File: config.mk
export PLATFORM = sky130hd
export DESIGN_NAME = sbd_regs
export DESIGN_NICKNAME = d
export VERILOG_FILES = /design/src/hdl/sbd_pkg.sv /design/src/hdl/sbd_regs.sv
export SDC_FILE = /design/constraint.sdc
export NUM_CORES = 1
export LEC_CHECK = 0
export BUFFER_PORTS_ARGS = -buffer_cell sky130_fd_sc_hd__buf_2
export CAP_MARGIN = 10
export CORE_ASPECT_RATIO = 0.75
export CORE_MARGIN = 1.5
export CORE_UTILIZATION = 49
export CTS_CLUSTER_DIAMETER = 30
export CTS_CLUSTER_SIZE = 30
export DETAILED_ROUTE_END_ITERATION = 10
export PLACE_DENSITY = 0.95
export SETUP_SLACK_MARGIN = 0.5
export SLEW_MARGIN = 20
export SYNTH_ARGS = -nofsm -noshare
export SYNTH_HDL_FRONTEND = slang
export SYNTH_SLANG_ARGS = --single-unit
File: constraint.sdc
create_clock -name i_clk -period 2.1 [get_ports i_clk]
set_input_delay 0.21 -clock i_clk [delete_from_list [all_inputs] [get_ports i_clk]]
set_output_delay 0.21 -clock i_clk [all_outputs]
set_load 0.05 [all_outputs]
File: src/hdl/sbd_pkg.sv
// ============================================================================
// sbd_pkg: shared types and constants of the stereo bitcrusher
// Payload structs, configuration layout, dither mode codes, lane control
// and the controller states used by every file of the block.
// ============================================================================
package sbd_pkg;

    // Field widths of the audio and random words.
    localparam int SAMPLE_W = 24;
    localparam int RAND_W   = 16;
    localparam int ERR_W    = SAMPLE_W + 2;

    // Configuration register widths.
    localparam int PHASE_W = 33;
    localparam int QSTEP_W = 22;
    localparam int RECIP_W = 32;
    localparam int MODE_W  = 3;

    // Configuration port layout: one 64-bit register every 8 bytes.
    localparam int APB_DATA_W = 64;
    localparam int APB_ADDR_W = 5;
    localparam int REG_IDX_W  = 2;

    // Register indexes.
    localparam logic [REG_IDX_W-1:0] REG_PHASE_STEP = 2'd0;
    localparam logic [REG_IDX_W-1:0] REG_QUANT_STEP = 2'd1;
    localparam logic [REG_IDX_W-1:0] REG_QUANT_RECIP = 2'd2;
    localparam logic [REG_IDX_W-1:0] REG_DITHER_MODE = 2'd3;

    // Reset values of the registers.
    localparam logic [PHASE_W-1:0] PHASE_STEP_RST = 33'h1_0000_0000;
    localparam logic [QSTEP_W-1:0] QUANT_STEP_RST = 22'd20480;
    localparam logic [RECIP_W-1:0] QUANT_RECIP_RST = 32'd209715;
    localparam logic [MODE_W-1:0]  DITHER_MODE_RST = 3'd3;

    // Dither mode codes; the two unused codes behave as no dither.
    localparam logic [MODE_W-1:0] DM_NONE    = 3'd0;
    localparam logic [MODE_W-1:0] DM_RECT    = 3'd1;
    localparam logic [MODE_W-1:0] DM_TRI     = 3'd2;
    localparam logic [MODE_W-1:0] DM_TRI_ALT = 3'd3;
    localparam logic [MODE_W-1:0] DM_TRI_FO  = 3'd4;
    localparam logic [MODE_W-1:0] DM_TRI_SO  = 3'd5;

    // One input transfer.
    typedef struct packed {
        logic signed [SAMPLE_W-1:0] sample_left;
        logic signed [SAMPLE_W-1:0] sample_right;
        logic [RAND_W-1:0]          rand_left_a;
        logic [RAND_W-1:0]          rand_left_b;
        logic [RAND_W-1:0]          rand_right_a;
        logic [RAND_W-1:0]          rand_right_b;
    } t_in_item;

    // One output transfer.
    typedef struct packed {
        logic signed [SAMPLE_W-1:0] held_left;
        logic signed [SAMPLE_W-1:0] held_right;
        logic                       updated;
    } t_out_item;

    // Live configuration.
    typedef struct packed {
        logic [PHASE_W-1:0] phase_step;
        logic [QSTEP_W-1:0] quant_step;
        logic [RECIP_W-1:0] quant_step_recip;
        logic [MODE_W-1:0]  dither_mode;
    } t_cfg;

    // Stage strobes from the controller to both lanes.
    typedef struct packed {
        logic en_dither;
        logic en_mag;
        logic en_mult;
        logic en_round;
        logic en_scale;
        logic en_commit;
    } t_lane_ctrl;

    // Controller states.
    typedef enum logic [2:0] {
        ST_IDLE,
        ST_DITHER,
        ST_MAG,
        ST_MULT,
        ST_ROUND,
        ST_SCALE,
        ST_COMMIT,
        ST_DONE
    } t_state;

    // Bring a random word to 16 fraction bits: cut or pad with zeros.
    function automatic logic [15:0] rand_q16(input logic [RAND_W-1:0] r);
        logic [RAND_W+15:0] t;
        t = {r, 16'h0000};
        return 16'(t >> RAND_W);
    endfunction

endpackage

File: src/hdl/sbd_regs.sv
// ============================================================================
// sbd_regs: configuration registers
// APB-style slave holding the hold rate, quantization step, its reciprocal
// and the dither mode. Writes complete in the access cycle; reads return
// the stored value.
// ============================================================================
module sbd_regs (
    input  logic                           i_clk,
    input  logic                           i_rst_n,
    input  logic                           psel,
    input  logic                           penable,
    input  logic                           pwrite,
    input  logic [sbd_pkg::APB_ADDR_W-1:0] paddr,
    input  logic [sbd_pkg::APB_DATA_W-1:0] pwdata,
    output logic [sbd_pkg::APB_DATA_W-1:0] prdata,
    output logic                           pready,
    output sbd_pkg::t_cfg                  o_cfg
);
    import sbd_pkg::*;

    t_cfg                 r_cfg;
    logic                 w_wr;
    logic [REG_IDX_W-1:0] w_idx;

    assign pready = 1'b1;
    assign w_wr   = psel & penable & pwrite;
    assign w_idx  = paddr[APB_ADDR_W-1:APB_ADDR_W-REG_IDX_W];
    assign o_cfg  = r_cfg;

    // Register writes.
    always_ff @(posedge i_clk) begin
        if (!i_rst_n) begin
            r_cfg.phase_step       <= PHASE_STEP_RST;
            r_cfg.quant_step       <= QUANT_STEP_RST;
            r_cfg.quant_step_recip <= QUANT_RECIP_RST;
            r_cfg.dither_mode      <= DITHER_MODE_RST;
        end else if (w_wr) begin
            case (w_idx)
                REG_PHASE_STEP:  r_cfg.phase_step       <= pwdata[PHASE_W-1:0];
                REG_QUANT_STEP:  r_cfg.quant_step       <= pwdata[QSTEP_W-1:0];
                REG_QUANT_RECIP: r_cfg.quant_step_recip <= pwdata[RECIP_W-1:0];
                REG_DITHER_MODE: r_cfg.dither_mode      <= pwdata[MODE_W-1:0];
                default: ;
            endcase
        end
    end

    // Read-back multiplexer.
    always_comb begin
        case (w_idx)
            REG_PHASE_STEP:  prdata = APB_DATA_W'(r_cfg.phase_step);
            REG_QUANT_STEP:  prdata = APB_DATA_W'(r_cfg.quant_step);
            REG_QUANT_RECIP: prdata = APB_DATA_W'(r_cfg.quant_step_recip);
            REG_DITHER_MODE: prdata = APB_DATA_W'(r_cfg.dither_mode);
            default:         prdata = '0;
        endcase
    end

endmodule

# [Word level (Yosys, flattened, before mapping)]
# Index checks and enable logic that the tools add are counted.
# W data, S select, Z words.
[word_totals] input_bits=74 register_bits=90 word_cells=15
[classes] mux=1 n_bitwise=2 n_reduce_logical=5 n_eq_ne=3
[ops] cell="$pmux W64 S4" n=1
[ops] cell="$reduce_and A2 Y1" n=4
[ops] cell="$eq A2 B2 Y1 const B" n=2
[ops] cell="$and A1 B1 Y1" n=2
[ops] cell="$eq A2 B1 Y1 const B" n=1
[ops] cell="$logic_not A2 Y1" n=1

# [Depth between registers and ports, before layout]
# Gate-level depths: netlist of the first run.
[depth] word_depth=3 depth_mapped=6 mapped_depth_nobuf=3

# [Least setup slack after synthesis of the first run]
# Ideal clock, no wire load.
[synth_path] path_kind="register to output" start="reg r_cfg, in the netlist o_cfg[47]" end="out prdata[12] (netlist name)" path_stages_with_launch=3 arrival_ns=1.871 required_time_ns=1.890 slack_ns=0.019 path_cell_list="dfxtp_1 -> mux2i_1 -> o21ai_0"
[synth_between] elab_chain_cells=1
[synth_lines] element="start: declaration" line_no="sbd_regs.sv:21" source="t_cfg r_cfg;"
[synth_lines] element="$pmux W64 S4" line_no="sbd_regs.sv:50" source="case (w_idx)"
[synth_lines] element="end: declaration" line_no="sbd_regs.sv:15" source="output logic [sbd_pkg::APB_DATA_W-1:0] prdata,"
# Every way passes these cells. The select of a mux whose other input is x is not followed.

# [Final worst setup path of the first run]
[layout_path] start="in paddr[3] (netlist name)" end="out prdata[20] (netlist name)"
[layout_between] elab_chain_cells=2 elab_cells_between_ends=5 cone_classes="3 x eq/ne; 1 x mux; 1 x reduce/logical"
[layout_lines] element="start: declaration" line_no="sbd_regs.sv:13" source="input logic [sbd_pkg::APB_ADDR_W-1:0] paddr,"
[layout_lines] element="$eq A2 B2 Y1 (tied with other cells)" line_no="sbd_regs.sv:50"
[layout_lines] element="$pmux W64 S4 *" line_no="sbd_regs.sv:50"
# Mark *: on every way between the ends. The rest lies on a longest branch, timed or not. The select of a mux whose other input is x is not followed.

==> results of run 1 <==
-- worst max-delay path: cells and delay by family --
kind,cells,cell delay (ns)
buffers and inverters,3,0.77
AO/OA/AOI/OAI,1,0.08
multiplexers,1,0.28
-- per-stage QoR --
stage	hold WS, ns	total power, uW	worst slack [ns]	instances
2_1_floorplan	0.352	2300	0.456	506
3_3_place_gp	0.452	2370	0.352	722
3_5_place_dp	0.466	2380	0.337	722
4_1_cts	0.128	4110	0.486	739
5_1_grt	0.146	4230	0.501	740
6_report	0.135	4080	0.539	740
-- kinds of logic (layout without fill, tap and decap cells) --
logic type,count (synthesis),count (layout),share of synthesized area
AND/OR/NAND/NOR,166,167,0.164
AO/OA/AOI/OAI,33,33,0.0427
multiplexers,111,111,0.265
flip-flops,90,90,0.415
buffers and inverters,74,199,0.112
other,2,32,0.00173
-- synth_stat cells, drive strengths merged --
library cell / n / area share
o211ai: 8 / 0.014
nor3b: 1 / 0.0043
and3: 1 / 0.0014
nand2b: 3 / 0.0043
nand3: 10 / 0.013
o21ai: 19 / 0.022
a21oi: 6 / 0.0069
mux4: 3 / 0.016
nor2b: 8 / 0.012
inv: 8 / 0.0069
clkbuf: 8 / 0.0078
nor2: 11 / 0.0095
and2b: 1 / 0.0023
and2: 1 / 0.0014
nand2: 128 / 0.11
buf: 58 / 0.097
mux2i: 108 / 0.25
nor3: 2 / 0.0049
dfxtp: 90 / 0.41
conb: 2 / 0.0017
-- where the power goes --
part / leakage (uW) / internal (uW) / switching, uW
logic: 0.00187 / 143 / 463
registers: 0.000727 / 1730 / 18.6
clock network: 0.000157 / 1050 / 671
total: 0.00276 / 2930 / 1150
-- layout make-up --
cell class / instances / share of cell area
timing repair buffer: 175 / 0.178
multi-input combinational: 343 / 0.410
inverter: 8 / 0.00541
sequential: 90 / 0.324
tap: 108 / 0.0243
clock buffer: 9 / 0.0406
clock inverter: 7 / 0.0178
-- timing repair --
action | in CTS | in global routing
gates resized for setup | 2 | 3
buffers inserted | 0 | 1
gates cloned | 1 | 0
setup endpoints to repair | 6 | 8
-- path summary, 6_finish.rpt --
kind                                                to  cells past startpoint  slack (ns)
worst min register to register  o_cfg[31]$_SDFFE_PN0P_                      2        0.48
worst max register to register   o_cfg[3]$_SDFFE_PN1P_                      3        1.28
worst max-delay path                        prdata[20]                      5        0.54
worst min-delay path            o_cfg[69]$_SDFFE_PN0P_                      3        0.13
-- metal layers --
layer  wire (microns)  vias up  GRT usage
met1             4910     1866      0.289
met4              116        0     0.0748
li1                 -     1825          -
met5                0        -          0
met2             5870      158      0.432
met3              785       12     0.0570
==> impl_metrics.yaml, run 1 <==
sta:
  timing.slew.headroom: 0.668
  finalSetupViolCount: 0
  fin_crit_sh: 0.743
  rsz0062_at_grt: "yes"
  setup_tns_ns: 0
  fin_crit_ns: 1.56
  tightest_slew_ns: 0.497
  hold_viol_final: 0
  finClkSkew_ns: 0
  maxSlewViolCount: 0
  fmax_ghz: 0.641
detailed_routing:
  vias_per_cell: 5.22
  drt_wl_total_mm: 11.7
  vias: 3861
  wl_per_cell_microns: 15.8
  drc: 0
  ant_nets: 0
  dr.pass1.iters: 5
  drt_iter0_drc: 180
placement:
  dp_hpwl_mm: 8.14
  place_area_sq_um: 5190
  gp_congestion: 0.746
  port_buffers: 162
worst_hold_path:
  hold_path_class: "in2reg"
  hold_start: "pwdata[12]"
synthesis:
  yosysSeqAreaShare: 0.415
  syn_inst: 476
  ys_seq_elements: 90
  ys_types: 26
  synth_area_sq_um: 4340
  syn-mean-instance-area_sq_um: 9.12
  synth_warnings: 0
finish:
  final_common_cell: "buf_2"
  n_fill_cell: 719
  largest_reg_flops: 90
  fin_nets: 701
  fin_util: 0.651
  fin_area_sq_um: 5550
  area_growth_pct: 27.9
  regArea_sq_um: 1800
  final_cell_mix: "buf_2 (159), nand2_1 (126), mux2i_1 (108)"
  num_antenna_cells: 0
  multi_input_area_sq_um: 2280
  drive_gt1_frac: 0.361
setup_path:
  crit_start: "paddr[3]"
  critical_path_class: "in2out"
  timing.rr.start: "o_cfg[3]$_SDFFE_PN1P_"
  worst_path_most_repeated_cell: "buf_2"
  end_kind: "primary output"
  cp-start-kind: "input pin"
  crit_slowest_cell: "buf_4"
  worstPathMaxFanout: 11
  worst_ep_required_time_ns: 1.89
  critPathMaxStageDelay_ns: 0.30
  crit_chain: "buf_2 > buf_4 > mux2i_1 > o21ai_2 > buf_2"
  cp.arrival_ns: 1.35
die:
  start_util: 0.509
  dieWidth_microns: 112
  design.portCount: 229
  fp.coreArea_sq_um: 8530
  die-area_sq_um: 9440
  die_height_microns: 84.5
  num_rows: 29
global_route:
  track_usage: 0.242
  gr-total-overflow: 0
  grt_first_pass_wirelength_mm: 18.4
  antenna_found_initial: 0
  grt_pass1_vias: 3830
  grt_max_degree: 45
power:
  ir_drop_v: 0.000378
  leakagePower_uw: 0.00276
  power.density_nw_per_um2: 735
clock_network:
  cts_tree: "done"
  clockBufferDepth: 2
  numCtsBuffers: 9
  hold_buffers: 0
  htreeDepth: 3
  clk_pin_slew_ns: 0.07
  clock_latency_ns: 0.32
  root_buffer: "clkbuf_16"
  cts.sinks: 90
outcome:
  outcome: "finished, final reports clean"
flow_run:
  cap_violations: 0
Power figures use the tool's default switching activity.
==> run 2: changes to the inputs <==
--- a/config.mk
+++ b/config.mk
@@ -9,11 +9,11 @@
 export CAP_MARGIN = 10
 export CORE_ASPECT_RATIO = 0.75
 export CORE_MARGIN = 1.5
-export CORE_UTILIZATION = 49
+export CORE_UTILIZATION = 45
 export CTS_CLUSTER_DIAMETER = 30
 export CTS_CLUSTER_SIZE = 30
 export DETAILED_ROUTE_END_ITERATION = 10
-export PLACE_DENSITY = 0.95
+export PLACE_DENSITY = 0.9
 export SETUP_SLACK_MARGIN = 0.5
 export SLEW_MARGIN = 20
 export SYNTH_ARGS = -nofsm -noshare
==> constraint.sdc (replaced) <==
create_clock -name i_clk -period 1.56 [get_ports i_clk]
set_input_delay 0.156 -clock i_clk [delete_from_list [all_inputs] [get_ports i_clk]]
set_output_delay 0.156 -clock i_clk [all_outputs]
set_load 0.05 [all_outputs]
==> run 2 against run 1 <==
Against the previous run: sequential cell count unchanged; clock skew unchanged; power increased by 37%; non-clock buffer count increased by 53; register-to-register slack got worse by 0.68 ns; cell count increased by 9.7%; combinational power increased by 82%; sequential power increased by 30%; first-iteration DRC count increased by 43%; highest routed layer unchanged.
==> impl_metrics.yaml, run 2 (same netlist as run 1, synthesis figures left out) <==
outcome:
  outcome: "finished, final reports clean"
global_route:
  grt_pass1_vias: 4246
  track_usage: 0.287
  gr-total-overflow: 0
  antenna_found_initial: 0
  grt_first_pass_wirelength_mm: 22.2
  grt_max_degree: 87
die:
  num_rows: 30
  design.portCount: 229
  fp.coreArea_sq_um: 9200
  dieWidth_microns: 116
  start_util: 0.472
  die-area_sq_um: 10300
  die_height_microns: 88.1
clock_network:
  cts_tree: "done"
  clock_latency_ns: 0.33
  numCtsBuffers: 9
  clk_pin_slew_ns: 0.07
  htreeDepth: 3
  hold_buffers: 0
  clockBufferDepth: 2
  cts.sinks: 90
  root_buffer: "clkbuf_16"
sta:
  fin_crit_ns: 1.50
  setup_tns_ns: 0
  rsz0062_at_grt: "yes"
  hold_viol_final: 0
  fmax_ghz: 0.665
  finClkSkew_ns: 0
  fin_crit_sh: 0.964
  maxSlewViolCount: 0
  finalSetupViolCount: 0
finish:
  num_antenna_cells: 0
  final_cell_mix: "nand2_1 (125), buf_6 (104), mux2i_1 (79)"
  largest_reg_flops: 90
  regArea_sq_um: 2080
  fin_nets: 753
  multi_input_area_sq_um: 2850
  final_common_cell: "nand2_1"
  drive_gt1_frac: 0.594
  fin_area_sq_um: 7760
  fin_util: 0.844
  area_growth_pct: 78.7
  n_fill_cell: 462
setup_path:
  crit_chain: "mux4_2 > buf_6"
  end_kind: "primary output"
  worstPathMaxFanout: 3
  critical_path_class: "reg2out"
  timing.rr.start: "o_cfg[44]$_SDFFE_PN0P_"
  crit_slowest_cell: "mux4_2"
  cp.arrival_ns: 1.35
  cp-start-kind: "register"
  worst_ep_required_time_ns: 1.40
  critPathMaxStageDelay_ns: 0.49
  crit_start: "o_cfg[2]$_SDFFE_PN0P_"
power:
  power.density_nw_per_um2: 719
  leakagePower_uw: 0.00326
  total_power_uw: 5580
  ir_drop_v: 0.000553
placement:
  place_area_sq_um: 5770
  port_buffers: 162
  dp_hpwl_mm: 8.60
  gp_congestion: 0.799
detailed_routing:
  drt_iter0_drc: 258
  dr.pass1.iters: 5
  vias: 4391
  wl_per_cell_microns: 20.9
  ant_nets: 0
  drt_wl_total_mm: 17.0
  vias_per_cell: 5.41
  drc: 0
worst_hold_path:
  hold_start: "pwdata[12]"
  hold_path_class: "in2reg"
flow_run:
  cap_violations: 0
## run 2: worst paths after layout
| check | endpoint | slack [ns] | cells after the start |
|---|---|---|---|
| worst max-delay path | prdata[2] | 0.06 | 2 |
| worst min-delay path | o_cfg[69]$_SDFFE_PN0P_ | 0.09 | 3 |
| worst max register to register | o_cfg[44]$_SDFFE_PN0P_ | 0.60 | 5 |
| worst min register to register | o_cfg[35]$_SDFFE_PN0P_ | 0.47 | 2 |
## run 2: per-stage QoR
step | std cells | hold WS [ns] | setup WS, ns
6_report | 812 | 0.0894 | 0.0566
5_1_grt | 812 | 0.0949 | 0.0274
4_1_cts | 788 | 0.0764 | 0.0581
3_5_place_dp | 750 | 0.416 | 0.0927
3_3_place_gp | 750 | 0.414 | 0.129
2_1_floorplan | 506 | 0.291 | 0.377
## run 2: final cells by class
type | count | share of cell area
clock buffer | 10 | 0.0308
multi-input combinational | 342 | 0.367
timing repair buffer | 228 | 0.300
clock inverter | 6 | 0.00855
sequential | 90 | 0.269
inverter | 8 | 0.00387
tap | 128 | 0.0206
## run 2: report_power, final
| part | leakage [uW] | internal [uW] | switching (uW) |
|---|---|---|---|
| combinational | 0.00232 | 375 | 726 |
| sequential | 0.000779 | 2230 | 43.7 |
| clock | 0.000152 | 1290 | 918 |
| total | 0.00326 | 3890 | 1690 |
## run 2: critical path, delay by kind of cell (launching register included)
kind / cells / cell delay [ns]
flops: 1 / 0.35
mux: 1 / 0.49
buf+inv: 1 / 0.17
## run 2: what timing repair did
action                                  CTS  global route
pin swaps                                29             2
endpoints found under the setup margin  145           117
setup buffers                            20            22
resized for setup                       264            79
cloned                                    2             2
## run 2: routing by layer
metal  global-route usage  vias up  routed length [microns]
met5                    0        -                        0
met4                0.110        0                      514
met3               0.0581       48                     1130
met2                0.548      251                     9200
met1                0.315     2157                     6110
li1                     -     1935                        -
==> run 3: changes to the inputs <==
--- a/config.mk
+++ b/config.mk
@@ -14,6 +14,7 @@
 export CTS_CLUSTER_SIZE = 30
 export DETAILED_ROUTE_END_ITERATION = 10
 export PLACE_DENSITY = 0.9
+export REMOVE_ABC_BUFFERS = 1
 export SETUP_SLACK_MARGIN = 0.5
 export SLEW_MARGIN = 20
 export SYNTH_ARGS = -nofsm -noshare
==> run 3 against run 2 <==
Against the previous run: core utilization is 2.2 points higher; worst hold slack worse by 0.0018 ns; worst setup slack got worse by 0.012 ns; design area grew 2.6%; combinational power about the same; critical path depth is the same; clock-buffer cell count increased by 1; die area unchanged; sequential cell count unchanged.
==> impl_metrics.yaml, run 3 (same netlist as run 1, synthesis figures left out) <==
outcome:
  outcome: "finished, final reports clean"
sta:
  fmax_ghz: 0.660
  hold_viol_final: 0
  fin_crit_sh: 0.972
  finClkSkew_ns: 0
  setup_tns_ns: 0
  fin_crit_ns: 1.52
  rsz0062_at_grt: "yes"
  maxSlewViolCount: 0
  finalSetupViolCount: 0
power:
  power.internal_uw: 4190
  p_sw_uw: 1640
  power_frac_comb: 0.186
  clockPowerShare: 0.408
  leakagePower_uw: 0.00370
  pwr-share-seq: 0.406
  swShare: 0.282
  power.density_nw_per_um2: 732
  ir_drop_v: 0.000580
die:
  start_util: 0.472
  die_height_microns: 88.1
  num_rows: 30
  die-area_sq_um: 10300
  design.portCount: 229
  fp.coreArea_sq_um: 9200
  dieWidth_microns: 116
detailed_routing:
  vias: 4681
  drt_iter0_drc: 261
  dr.pass1.iters: 5
  ant_nets: 0
  vias_per_cell: 5.37
  wl_per_cell_microns: 20.4
  drc: 0
  drt_wl_total_mm: 17.7
placement:
  port_buffers: 162
  dp_hpwl_mm: 8.30
  gp_congestion: 0.814
  place_area_sq_um: 5180
worst_hold_path:
  hold_path_class: "in2reg"
setup_path:
  cp-start-kind: "register"
  critical_path_class: "reg2out"
  worstPathMaxFanout: 3
  worst_ep_required_time_ns: 1.40
  end_kind: "primary output"
  cp.arrival_ns: 1.36
clock_network:
  cts.sinks: 90
  clockBufferDepth: 2
  root_buffer: "clkbuf_16"
  clk_pin_slew_ns: 0.06
  numCtsBuffers: 9
  htreeDepth: 3
  cts_tree: "done"
  clock_latency_ns: 0.33
global_route:
  grt_first_pass_wirelength_mm: 21.8
  grt_max_degree: 66
  track_usage: 0.280
  antenna_found_initial: 0
  gr-total-overflow: 0
  grt_pass1_vias: 4314
  grt_busiest_layer: "met2"
  use_met3: 0.0644
  met1_usage: 0.284
  grtUsageMet2: 0.550
finish:
  fin_area_sq_um: 7960
  fin_nets: 814
  fin_util: 0.865
  final_common_cell: "buf_6"
  largest_reg_flops: 90
  drive_gt1_frac: 0.601
  num_antenna_cells: 0
  final_cell_mix: "buf_6 (129), nand2_1 (111), mux2i_1 (98)"
  area_growth_pct: 83.3
flow_run:
  cap_violations: 0
==> run 3: cell count changes in the layout (fill, tap and decap cells not counted), moves of 7 or more <==
cell	change
buf_6	+25
buf_8	+37
dfxtp_2	+64
dfxtp_4	-65
mux2i_1	+19
mux2i_2	+9
mux2i_4	-28
nand2_1	-14
nand2_2	+7
nor2_1	+11
nor2_4	-10
o21ai_2	+16
o21ai_4	-18
==> run 3: final timing paths <==
| kind | start | endpoint | slack, ns | cells past startpoint |
|---|---|---|---|---|
| max | o_cfg[36]$_SDFFE_PN0P_ | prdata[1] | 0.04 | 2 |
| min | pwdata[30] | o_cfg[87]$_SDFFE_PN0P_ | 0.09 | 3 |
| max reg2reg | o_cfg[76]$_SDFFE_PN0P_ | o_cfg[76]$_SDFFE_PN0P_ | 0.60 | 5 |
| min reg2reg | o_cfg[63]$_SDFFE_PN0P_ | o_cfg[63]$_SDFFE_PN0P_ | 0.47 | 2 |
==> run 3: per-stage QoR <==
step                      hold slack [ns]  instances  setup WS [ns]  power [uW]
after floorplan                     0.245        440         -0.467        2920
after global placement              0.402        748          0.175        3180
after detailed placement            0.429        748         0.0953        3200
after CTS                          0.0703        817         0.0904        5690
after global routing               0.0851        872         0.0311        5980
final                              0.0876        872         0.0443        5830
==> run 3: layout make-up <==
type                       count  area, sq um
tap                          128          160
timing repair buffer         288         3100
clock buffer                  11          253
fill                         404         1240
sequential                    90         1920
inverter                       8         30.0
multi-input combinational    343         2410
clock inverter                 4         75.1
==> run 3: layer usage <==
metal,wire [microns],vias to the layer above,share of wire
met4,742,0,0.042
met5,0,-,0
met1,6500,2287,0.37
met2,9420,271,0.53
met3,1090,73,0.061
li1,-,2050,-
==> run 3: power by group through the flow <==
stage          sequential (uW)  clock [uW]  combinational, uW
2_1_floorplan             2510           0                405
3_3_place_gp              2400           0                778
3_5_place_dp              2400           0                792
4_1_cts                   2360        2390                940
5_1_grt                   2360        2490               1120
6_report                  2360        2380               1090
==> run 3: timing repair <==
item / CTS / global route
buffers inserted: 54 / 53
pin swaps: 22 / 28
endpoints found under the setup margin: 126 / 142
cloned: 0 / 2
gates resized for setup: 400 / 145
hold buffers: 0 / 0
==> run 3: worst max-delay path, cell delays in order, from the launching register on <==
cell,delay (ns)
dfxtp_2,0.34
mux4_2,0.50
buf_8,0.18
